## config.mk

```make
export PLATFORM = sky130hd
export DESIGN_NAME = sliding_trimmed_mean_filter_core
export DESIGN_NICKNAME = d
export VERILOG_FILES = /design/src/rtl/stmf_pkg.sv /design/src/rtl/stmf_ram.sv /design/src/rtl/stmf_div.sv /design/src/rtl/sliding_trimmed_mean_filter_core.sv
export SDC_FILE = /design/constraint.sdc
export NUM_CORES = 2
export LEC_CHECK = 0
export BUFFER_PORTS_ARGS = -buffer_cell sky130_fd_sc_hd__buf_4
export CORE_UTILIZATION = 50
export DETAILED_ROUTE_END_ITERATION = 7
export GPL_ROUTABILITY_DRIVEN = 0
export HOLD_SLACK_MARGIN = 0.02
export PLACE_DENSITY = 0.65
export SYNTH_ARGS = -nofsm -noshare
export SYNTH_HDL_FRONTEND = slang
export SYNTH_SLANG_ARGS = --single-unit
```

## constraint.sdc

```tcl
create_clock -name clk_i -period 12.71 [get_ports clk_i]
set_input_delay 2.542 -clock clk_i [delete_from_list [all_inputs] [get_ports clk_i]]
set_output_delay 2.542 -clock clk_i [all_outputs]
set_load 0.01 [all_outputs]
```

## src/rtl/stmf_pkg.sv

```systemverilog
// Shared types and constants for the sliding trimmed-mean filter.
// No dependencies; imported by every module of the block.
`timescale 1ns / 1ps

package stmf_pkg;

  localparam int unsigned SAMPLE_W         = 16;
  localparam int unsigned CFG_W            = 6;
  localparam int unsigned MIN_WINDOW       = 3;
  localparam int unsigned WINDOW_LEN_RESET = 5;

  // Handshake status of the iterative divider
  typedef struct packed {
    logic busy;
    logic done;
  } div_status_t;

endpackage

```

## src/rtl/stmf_ram.sv

```systemverilog
// Generic single-clock RAM: one write port, one read port, registered read.
// Depends on stmf_pkg.
`timescale 1ns / 1ps

module stmf_ram
  import stmf_pkg::*;
#(
  parameter int unsigned WIDTH = 16,
  parameter int unsigned DEPTH = 64,
  parameter int unsigned ADDR_W = $clog2(DEPTH)
) (
  input  logic              clk_i,
  input  logic              we_i,
  input  logic [ADDR_W-1:0] waddr_i,
  input  logic [WIDTH-1:0]  wdata_i,
  input  logic [ADDR_W-1:0] raddr_i,
  output logic [WIDTH-1:0]  rdata_o
);

  logic [WIDTH-1:0] mem_q [DEPTH];
  logic [WIDTH-1:0] rdata_q;

  always_ff @(posedge clk_i) begin
    if (we_i) begin
      mem_q[waddr_i] <= wdata_i;
    end
    rdata_q <= mem_q[raddr_i];
  end

  assign rdata_o = rdata_q;

endmodule

```

## src/rtl/stmf_div.sv

```systemverilog
// Restoring divider, one quotient bit per cycle.
// Depends on stmf_pkg (div_status_t).
`timescale 1ns / 1ps

module stmf_div
  import stmf_pkg::*;
#(
  parameter int unsigned NUM_W = 21,
  parameter int unsigned DEN_W = 6
) (
  input  logic             clk_i,
  input  logic             rst_ni,
  input  logic             start_i,
  input  logic [NUM_W-1:0] dividend_i,
  input  logic [DEN_W-1:0] divisor_i,
  output div_status_t      status_o,
  output logic [NUM_W-1:0] quotient_o
);

  localparam int unsigned ITER_W = $clog2(NUM_W + 1);

  logic [ITER_W-1:0] iter_q;
  logic              busy_q, done_q;
  logic [DEN_W-1:0]  rem_q, den_q;
  logic [NUM_W-1:0]  quo_q;

  logic [DEN_W:0]   rem_sh;
  logic [DEN_W+1:0] diff;
  logic             geq;

  always_comb begin
    rem_sh = {rem_q, quo_q[NUM_W-1]};
    diff   = {1'b0, rem_sh} - {2'b00, den_q};
    geq    = ~diff[DEN_W+1];
  end

  always_ff @(posedge clk_i or negedge rst_ni) begin
    if (!rst_ni) begin
      busy_q <= 1'b0;
      done_q <= 1'b0;
      iter_q <= '0;
    end else begin
      done_q <= 1'b0;
      if (start_i) begin
        busy_q <= 1'b1;
        iter_q <= ITER_W'(NUM_W);
      end else if (busy_q) begin
        iter_q <= iter_q - ITER_W'(1);
        if (iter_q == ITER_W'(1)) begin
          busy_q <= 1'b0;
          done_q <= 1'b1;
        end
      end
    end
  end

  // datapath
  always_ff @(posedge clk_i) begin
    if (start_i) begin
      rem_q <= '0;
      quo_q <= dividend_i;
      den_q <= divisor_i;
    end else if (busy_q) begin
      rem_q <= geq ? diff[DEN_W-1:0] : rem_sh[DEN_W-1:0];
      quo_q <= {quo_q[NUM_W-2:0], geq};
    end
  end

  assign status_o.busy = busy_q;
  assign status_o.done = done_q;
  assign quotient_o    = quo_q;

endmodule

```

## src/rtl/sliding_trimmed_mean_filter_core.sv

```systemverilog
// Top level of the sliding trimmed-mean filter: sequencer, window store, accumulator.
// Depends on stmf_pkg, stmf_ram and stmf_div.
`timescale 1ns / 1ps
//
//  channel  direction  handshake                 payload
//  in       input      in_valid_i / in_ready_o   channel_i, sample_i
//  out      output     out_valid_o / out_ready_i filtered_o
//  cfg      input      cfg_we_i (no wait)        cfg_wdata_i (window length)
//
// Each word walks its n entries (n = clamped window length) through the
// single-port-read RAM, then the bit-serial divider works on the SUM_W-bit
// sum (SUM_W = 16 + clog2(WINDOW_MAX+1)).
// After reset a clearing pass zeroes the store, all NUM_CHANNELS * WINDOW_MAX entries.
// in_ready_o is high only while idle; a finished word waits in the output
// register, and the next word may be taken while it does.

module sliding_trimmed_mean_filter_core
  import stmf_pkg::*;
#(
  parameter int unsigned WINDOW_MAX   = 32,
  parameter int unsigned NUM_CHANNELS = 2
) (
  input  logic                clk_i,
  input  logic                rst_ni,
  input  logic                in_valid_i,
  output logic                in_ready_o,
  input  logic                channel_i,
  input  logic [SAMPLE_W-1:0] sample_i,
  output logic                out_valid_o,
  input  logic                out_ready_i,
  output logic [SAMPLE_W-1:0] filtered_o,
  input  logic                cfg_we_i,
  input  logic [CFG_W-1:0]    cfg_wdata_i
);

  localparam int unsigned DEPTH  = NUM_CHANNELS * WINDOW_MAX;
  localparam int unsigned ADDR_W = $clog2(DEPTH);
  localparam int unsigned LEN_W  = $clog2(WINDOW_MAX + 1);
  localparam int unsigned CNT_W  = $clog2(WINDOW_MAX + 2);
  localparam int unsigned SUM_W  = SAMPLE_W + LEN_W;

  typedef enum logic [2:0] {
    ST_CLEAR,
    ST_IDLE,
    ST_SHIFT,
    ST_TRIM,
    ST_DIV,
    ST_OUT
  } state_e;

  state_e              state_q;
  logic [ADDR_W-1:0]   clr_q;
  logic [CFG_W-1:0]    wlen_q;
  logic [LEN_W-1:0]    n_cfg, n_q;
  logic [CNT_W-1:0]    cnt_q, n_plus;
  logic [ADDR_W-1:0]   base_q;
  logic [SAMPLE_W-1:0] sample_q;
  logic                bad_q;
  logic [SUM_W-1:0]    sum_q, trimmed;
  logic [SAMPLE_W-1:0] lo_q, hi_q, filt_q, val;
  logic                out_valid_q;

  logic                ram_we;
  logic [ADDR_W-1:0]   ram_waddr, ram_raddr;
  logic [SAMPLE_W-1:0] ram_wdata, ram_rdata;

  logic                div_start;
  div_status_t         div_st;
  logic [SUM_W-1:0]    quotient;

  // clamp of the window length register
  always_comb begin
    if (wlen_q < CFG_W'(MIN_WINDOW)) begin
      n_cfg = LEN_W'(MIN_WINDOW);
    end else if (int'(wlen_q) > WINDOW_MAX) begin
      n_cfg = LEN_W'(WINDOW_MAX);
    end else begin
      n_cfg = LEN_W'(wlen_q);
    end
  end

  assign n_plus = CNT_W'(n_q) + CNT_W'(1);
  // new sample goes in last, on the final walk step
  assign val    = (cnt_q == n_plus) ? sample_q : ram_rdata;

  // Window walk: step k reads entry k and writes entry k-1's data to k-2
  always_comb begin
    ram_we    = 1'b0;
    ram_waddr = base_q + ADDR_W'(cnt_q - CNT_W'(2));
    ram_wdata = val;
    ram_raddr = base_q;
    unique case (state_q)
      ST_CLEAR: begin
        ram_we    = 1'b1;
        ram_waddr = clr_q;
        ram_wdata = '0;
      end
      ST_SHIFT: begin
        ram_we = (cnt_q >= CNT_W'(2));
        if (cnt_q < CNT_W'(n_q)) begin
          ram_raddr = base_q + ADDR_W'(cnt_q);
        end
      end
      default: begin
        ram_we = 1'b0;
      end
    endcase
  end

  assign trimmed   = sum_q - SUM_W'(lo_q) - SUM_W'(hi_q);
  assign div_start = (state_q == ST_TRIM);

  stmf_ram #(
    .WIDTH (SAMPLE_W),
    .DEPTH (DEPTH),
    .ADDR_W(ADDR_W)
  ) u_ram (
    .clk_i  (clk_i),
    .we_i   (ram_we),
    .waddr_i(ram_waddr),
    .wdata_i(ram_wdata),
    .raddr_i(ram_raddr),
    .rdata_o(ram_rdata)
  );

  stmf_div #(
    .NUM_W(SUM_W),
    .DEN_W(LEN_W)
  ) u_div (
    .clk_i     (clk_i),
    .rst_ni    (rst_ni),
    .start_i   (div_start),
    .dividend_i(trimmed),
    .divisor_i (n_q - LEN_W'(2)),
    .status_o  (div_st),
    .quotient_o(quotient)
  );

  always_ff @(posedge clk_i or negedge rst_ni) begin
    if (!rst_ni) begin
      state_q     <= ST_CLEAR;
      clr_q       <= '0;
      wlen_q      <= CFG_W'(WINDOW_LEN_RESET);
      out_valid_q <= 1'b0;
      cnt_q       <= '0;
      bad_q       <= 1'b0;
      sample_q    <= '0;
      base_q      <= '0;
      n_q         <= '0;
      sum_q       <= '0;
      lo_q        <= '0;
      hi_q        <= '0;
      filt_q      <= '0;
    end else begin
      if (cfg_we_i) begin
        wlen_q <= cfg_wdata_i;
      end
      // the output step refills the register itself
      if (out_valid_q && out_ready_i && (state_q != ST_OUT)) begin
        out_valid_q <= 1'b0;
      end
      unique case (state_q)
        ST_CLEAR: begin
          clr_q <= clr_q + ADDR_W'(1);
          if (clr_q == ADDR_W'(DEPTH - 1)) begin
            state_q <= ST_IDLE;
          end
        end
        ST_IDLE: begin
          if (in_valid_i) begin
            sample_q <= sample_i;
            base_q   <= ADDR_W'(channel_i) * ADDR_W'(WINDOW_MAX);
            n_q      <= n_cfg;
            cnt_q    <= CNT_W'(1);
            sum_q    <= '0;
            lo_q     <= '1;
            hi_q     <= '0;
            bad_q    <= (int'(channel_i) >= NUM_CHANNELS);
            state_q  <= (int'(channel_i) >= NUM_CHANNELS) ? ST_OUT : ST_SHIFT;
          end
        end
        ST_SHIFT: begin
          if (cnt_q >= CNT_W'(2)) begin
            sum_q <= sum_q + SUM_W'(val);
            if (val < lo_q) begin
              lo_q <= val;
            end
            if (val > hi_q) begin
              hi_q <= val;
            end
          end
          cnt_q <= cnt_q + CNT_W'(1);
          if (cnt_q == n_plus) begin
            state_q <= ST_TRIM;
          end
        end
        ST_TRIM: begin
          state_q <= ST_DIV;
        end
        ST_DIV: begin
          if (div_st.done) begin
            state_q <= ST_OUT;
          end
        end
        ST_OUT: begin
          if (!out_valid_q || out_ready_i) begin
            out_valid_q <= 1'b1;
            filt_q      <= bad_q ? '0 : quotient[SAMPLE_W-1:0];
            state_q     <= ST_IDLE;
          end
        end
        default: begin
          state_q <= ST_IDLE;
        end
      endcase
    end
  end

  assign in_ready_o  = (state_q == ST_IDLE);
  assign out_valid_o = out_valid_q;
  assign filtered_o  = filt_q;

`ifndef SYNTHESIS
  a_busy_after_accept: assert property (@(posedge clk_i) disable iff (!rst_ni)
    (in_valid_i && in_ready_o) |=> !in_ready_o)
    else $error("input taken again straight after accept");

  a_div_not_restarted: assert property (@(posedge clk_i) disable iff (!rst_ni)
    div_start |-> !div_st.busy)
    else $error("divider started while busy");

  a_min_below_max: assert property (@(posedge clk_i) disable iff (!rst_ni)
    (state_q == ST_TRIM) |-> (lo_q <= hi_q))
    else $error("window minimum above maximum");

  a_result_from_out_state: assert property (@(posedge clk_i) disable iff (!rst_ni)
    (out_valid_o && !$past(out_valid_o)) |-> ($past(state_q) == ST_OUT))
    else $error("result raised outside output step");
`endif

endmodule

```

==> metrics.yaml <==
hold_buffers: 0
yosys-top-cells-count: "edfxtp_1, nand2_1, nor2_1"
portBuffers: 45
synth_cell_types: 91
synth_edf_count: 1052
required_ps: 13230
route.detailed.wl_per_inst_um: 27.5
leakagePower_uw: 0.0203
yosysTopAreaCellShare_pct: 61.6
synthArstFlopShare_pct: 10.2
routed_via_density: 6.14
path_class: "reg -> reg"
cts_buffers: 121
ys_top_cells_by_area: "edfxtp_1, dfrtp_1, mux2i_1"
max_freq_mhz: 172
vdd_ir_drop_max_v: 0.000187
status: "finished, final reports clean"
grt_max_degree: 160
synth.most_common_cell: "edfxtp_1"
grt_overflow: 0
num_vias: 32267
cp.arrival_ps: 6350
r2r-start: "cnt_q[0]$_DFFE_PN0P_"
io_pins: 46
drv_cap: 0
routed_wl_um: 144000
min_from: "u_div.rem_q[5]$_SDFFE_PP0P_"
dr.pass1.iters: 7
hpwl_um: 87600
insertion_delay_ps: 720
period_needed_ps: 5830
clock_path_buffers: 3
post_cts_buffers: 0
grt_use_total_pct: 27.8
clk_pin_slew_ps: 60
core.rowCount: 117
yosys_warnings: 0
area_growth_pct: 12.0
rr_endpoint: "lo_q[9]$_DFFE_PN0P_"
reg2regPathDepth: 18
first_iter_violations: 3828
synth_area_mm2: 0.0513
setup_violations: 0
yosysTopAreaCell: "edfxtp_1"
setup_tns_ps: 0
synth.yosys.seq_area_share_pct: 68.4
htree_levels: 3
fin_util_pct: 56.4
syn_avg_cell_area_um2: 13.8
whs_path_depth: 2
die_w_um: 322
power_density_mw_per_mm2: 277
final_max_slew_viol_count: 0
drive_gt1_share_pct: 13.4
clkSinkCount: 1196
grt_pass1_wl_um: 210000
critPathLaunchType: "flop"
core-area_mm2: 0.102
syn_nets: 3844
synthCells: 3704
worstMarginPinSlew_ps: 1180
cp_max_fo: 39
timing.slew.headroom_pct: 20.7
nNetsFinal: 3918
antenna_found_initial: 3
route.detailed.drc: 0
root_buffer: "clkbuf_16"
grt_pass1_vias: 30864
synth_flop_cell: "edfxtp_1"
fp.dieH_um: 322
finalHoldViolations: 0
synth-seq-cells: 1196
hold_path_end: "u_div.rem_q[5]$_SDFFE_PP0P_"
skew_ps: 32.8
cts_tree: "done"
fill_cells: 8078
die_area_mm2: 0.104
r2r_slack_ps: 6880
initial_core_util_pct: 50.4
ctsResizeCount: 0
rsz0062_at_grt: "no"
ant_nets: 0
hold_class: "reg -> reg"
critPathCaptureType: "flop"
fin_crit_sh_pct: 45.9
==> placed cells by master, fill, tap and decap left out, types with 22 or more instances in the layout <==
cell / count
clkbuf_1: 30
mux2_2: 65
a311oi_1: 23
nor2b_1: 32
o221ai_1: 60
clkinv_1: 27
dfxtp_1: 22
ha_1: 93
o211ai_1: 52
buf_4: 167
inv_1: 88
dfrtp_1: 117
a31oi_1: 66
edfxtp_1: 1052
xnor2_1: 43
nand3_1: 45
o22ai_1: 42
o21ai_0: 174
mux2i_1: 168
nor3_1: 60
a21o_1: 28
a211oi_1: 85
nor2_1: 202
nand2b_1: 34
clkinv_2: 23
a21oi_1: 168
and2_1: 32
nand2_1: 348
clkbuf_16: 124
or2_2: 38
==> worst max-delay path by stage <==
stage / start / end / cells after the start
after global routing: cnt_q[0]$_DFFE_PN0P_ / lo_q[11]$_DFFE_PN0P_ / 17
after global placement: cnt_q[0]$_DFFE_PN0P_ / lo_q[9]$_DFFE_PN0P_ / 18
after floorplan: cnt_q[0]$_DFFE_PN0P_ / sum_q[18]$_DFFE_PN0P_ / 21
final: cnt_q[0]$_DFFE_PN0P_ / lo_q[9]$_DFFE_PN0P_ / 18
after CTS: cnt_q[0]$_DFFE_PN0P_ / lo_q[9]$_DFFE_PN0P_ / 18
after detailed placement: cnt_q[0]$_DFFE_PN0P_ / lo_q[10]$_DFFE_PN0P_ / 18
==> registers in the layout (all words and copies together) (netlist names) <==
signal            count
filtered_o           16
u_div.busy_q          1
clr_q                 6
u_div.done_q          1
u_ram.mem_q        1024
u_ram.rdata_o        16
sample_q             16
sum_q                22
n_q                   6
base_q                1
out_valid_o           1
wlen_q                6
hi_q                 16
state_q               3
u_div.iter_q          5
u_div.rem_q           6
lo_q                 16
u_div.den_q           6
cnt_q                 6
u_div.quotient_o     22
==> final cells by class <==
cell class | instances | area [um^2] | share of cell area (%)
Antenna cell | 1 | 2.50 | 0.00436
Sequential cell | 1196 | 35100 | 61.1
Tap cell | 1368 | 1710 | 2.98
Clock inverter | 70 | 607 | 1.06
Inverter | 90 | 340 | 0.593
Timing Repair Buffer | 171 | 1330 | 2.31
Clock buffer | 158 | 3270 | 5.70
Multi-Input combinational cell | 2198 | 15100 | 26.3
==> layer usage <==
metal	vias to the layer above	global-route usage, %	wire (um)
met5	-	0	23
met4	4	10.4	5250
met3	240	5.61	13400
met2	1484	44.2	68000
met1	16201	37.9	57600
li1	14338	-	-
==> worst max-delay path, cell delays in order (launching register included) <==
cell,delay [ps]
dfrtp_4,710
inv_4,530
ha_1,360
nand2b_1,140
or3_1,400
nor2_2,90
buf_4,290
mux2i_1,460
inv_1,170
ha_1,320
a21o_1,160
a21o_1,170
a21oi_1,180
o21ai_0,120
a21o_1,190
a21oi_1,170
nand2_1,70
nor2_1,890
a2bb2oi_1,190
==> kinds of logic (layout without fill, tap and decap cells) <==
logic type	Yosys count	count (layout)	synth area share [%]
mux	245	245	5.24
xor+xnor	63	63	1.08
fa+ha+maj	112	112	3.01
buf+inv	310	489	2.51
compound gates	898	898	11.9
other cells	0	1	0
simple gates	880	880	7.86
flops	1196	1196	68.4
==> power by group <==
| group | internal (uW) | total (uW) | switching, uW |
|---|---|---|---|
| combinational | 1890 | 6400 | 4510 |
| clock | 2010 | 3490 | 1490 |
| sequential | 5650 | 5990 | 349 |
| total | 9540 | 15900 | 6340 |
==> stage by stage <==
stage / total power, uW / std cells / setup WS, ps / cell area [um^2] / hold WS, ps
2_1_floorplan: 9890 / 3704 / 7110 / 51300 / 445
3_3_place_gp: 12300 / 5023 / 6930 / 53500 / 465
3_5_place_dp: 12400 / 5023 / 6880 / 53500 / 472
4_1_cts: 15900 / 5251 / 6830 / 57400 / 480
5_1_grt: 16600 / 5251 / 6480 / 57400 / 501
6_report: 15900 / 5252 / 6880 / 57400 / 478
Note: power is estimated with default switching activity, not from simulation.
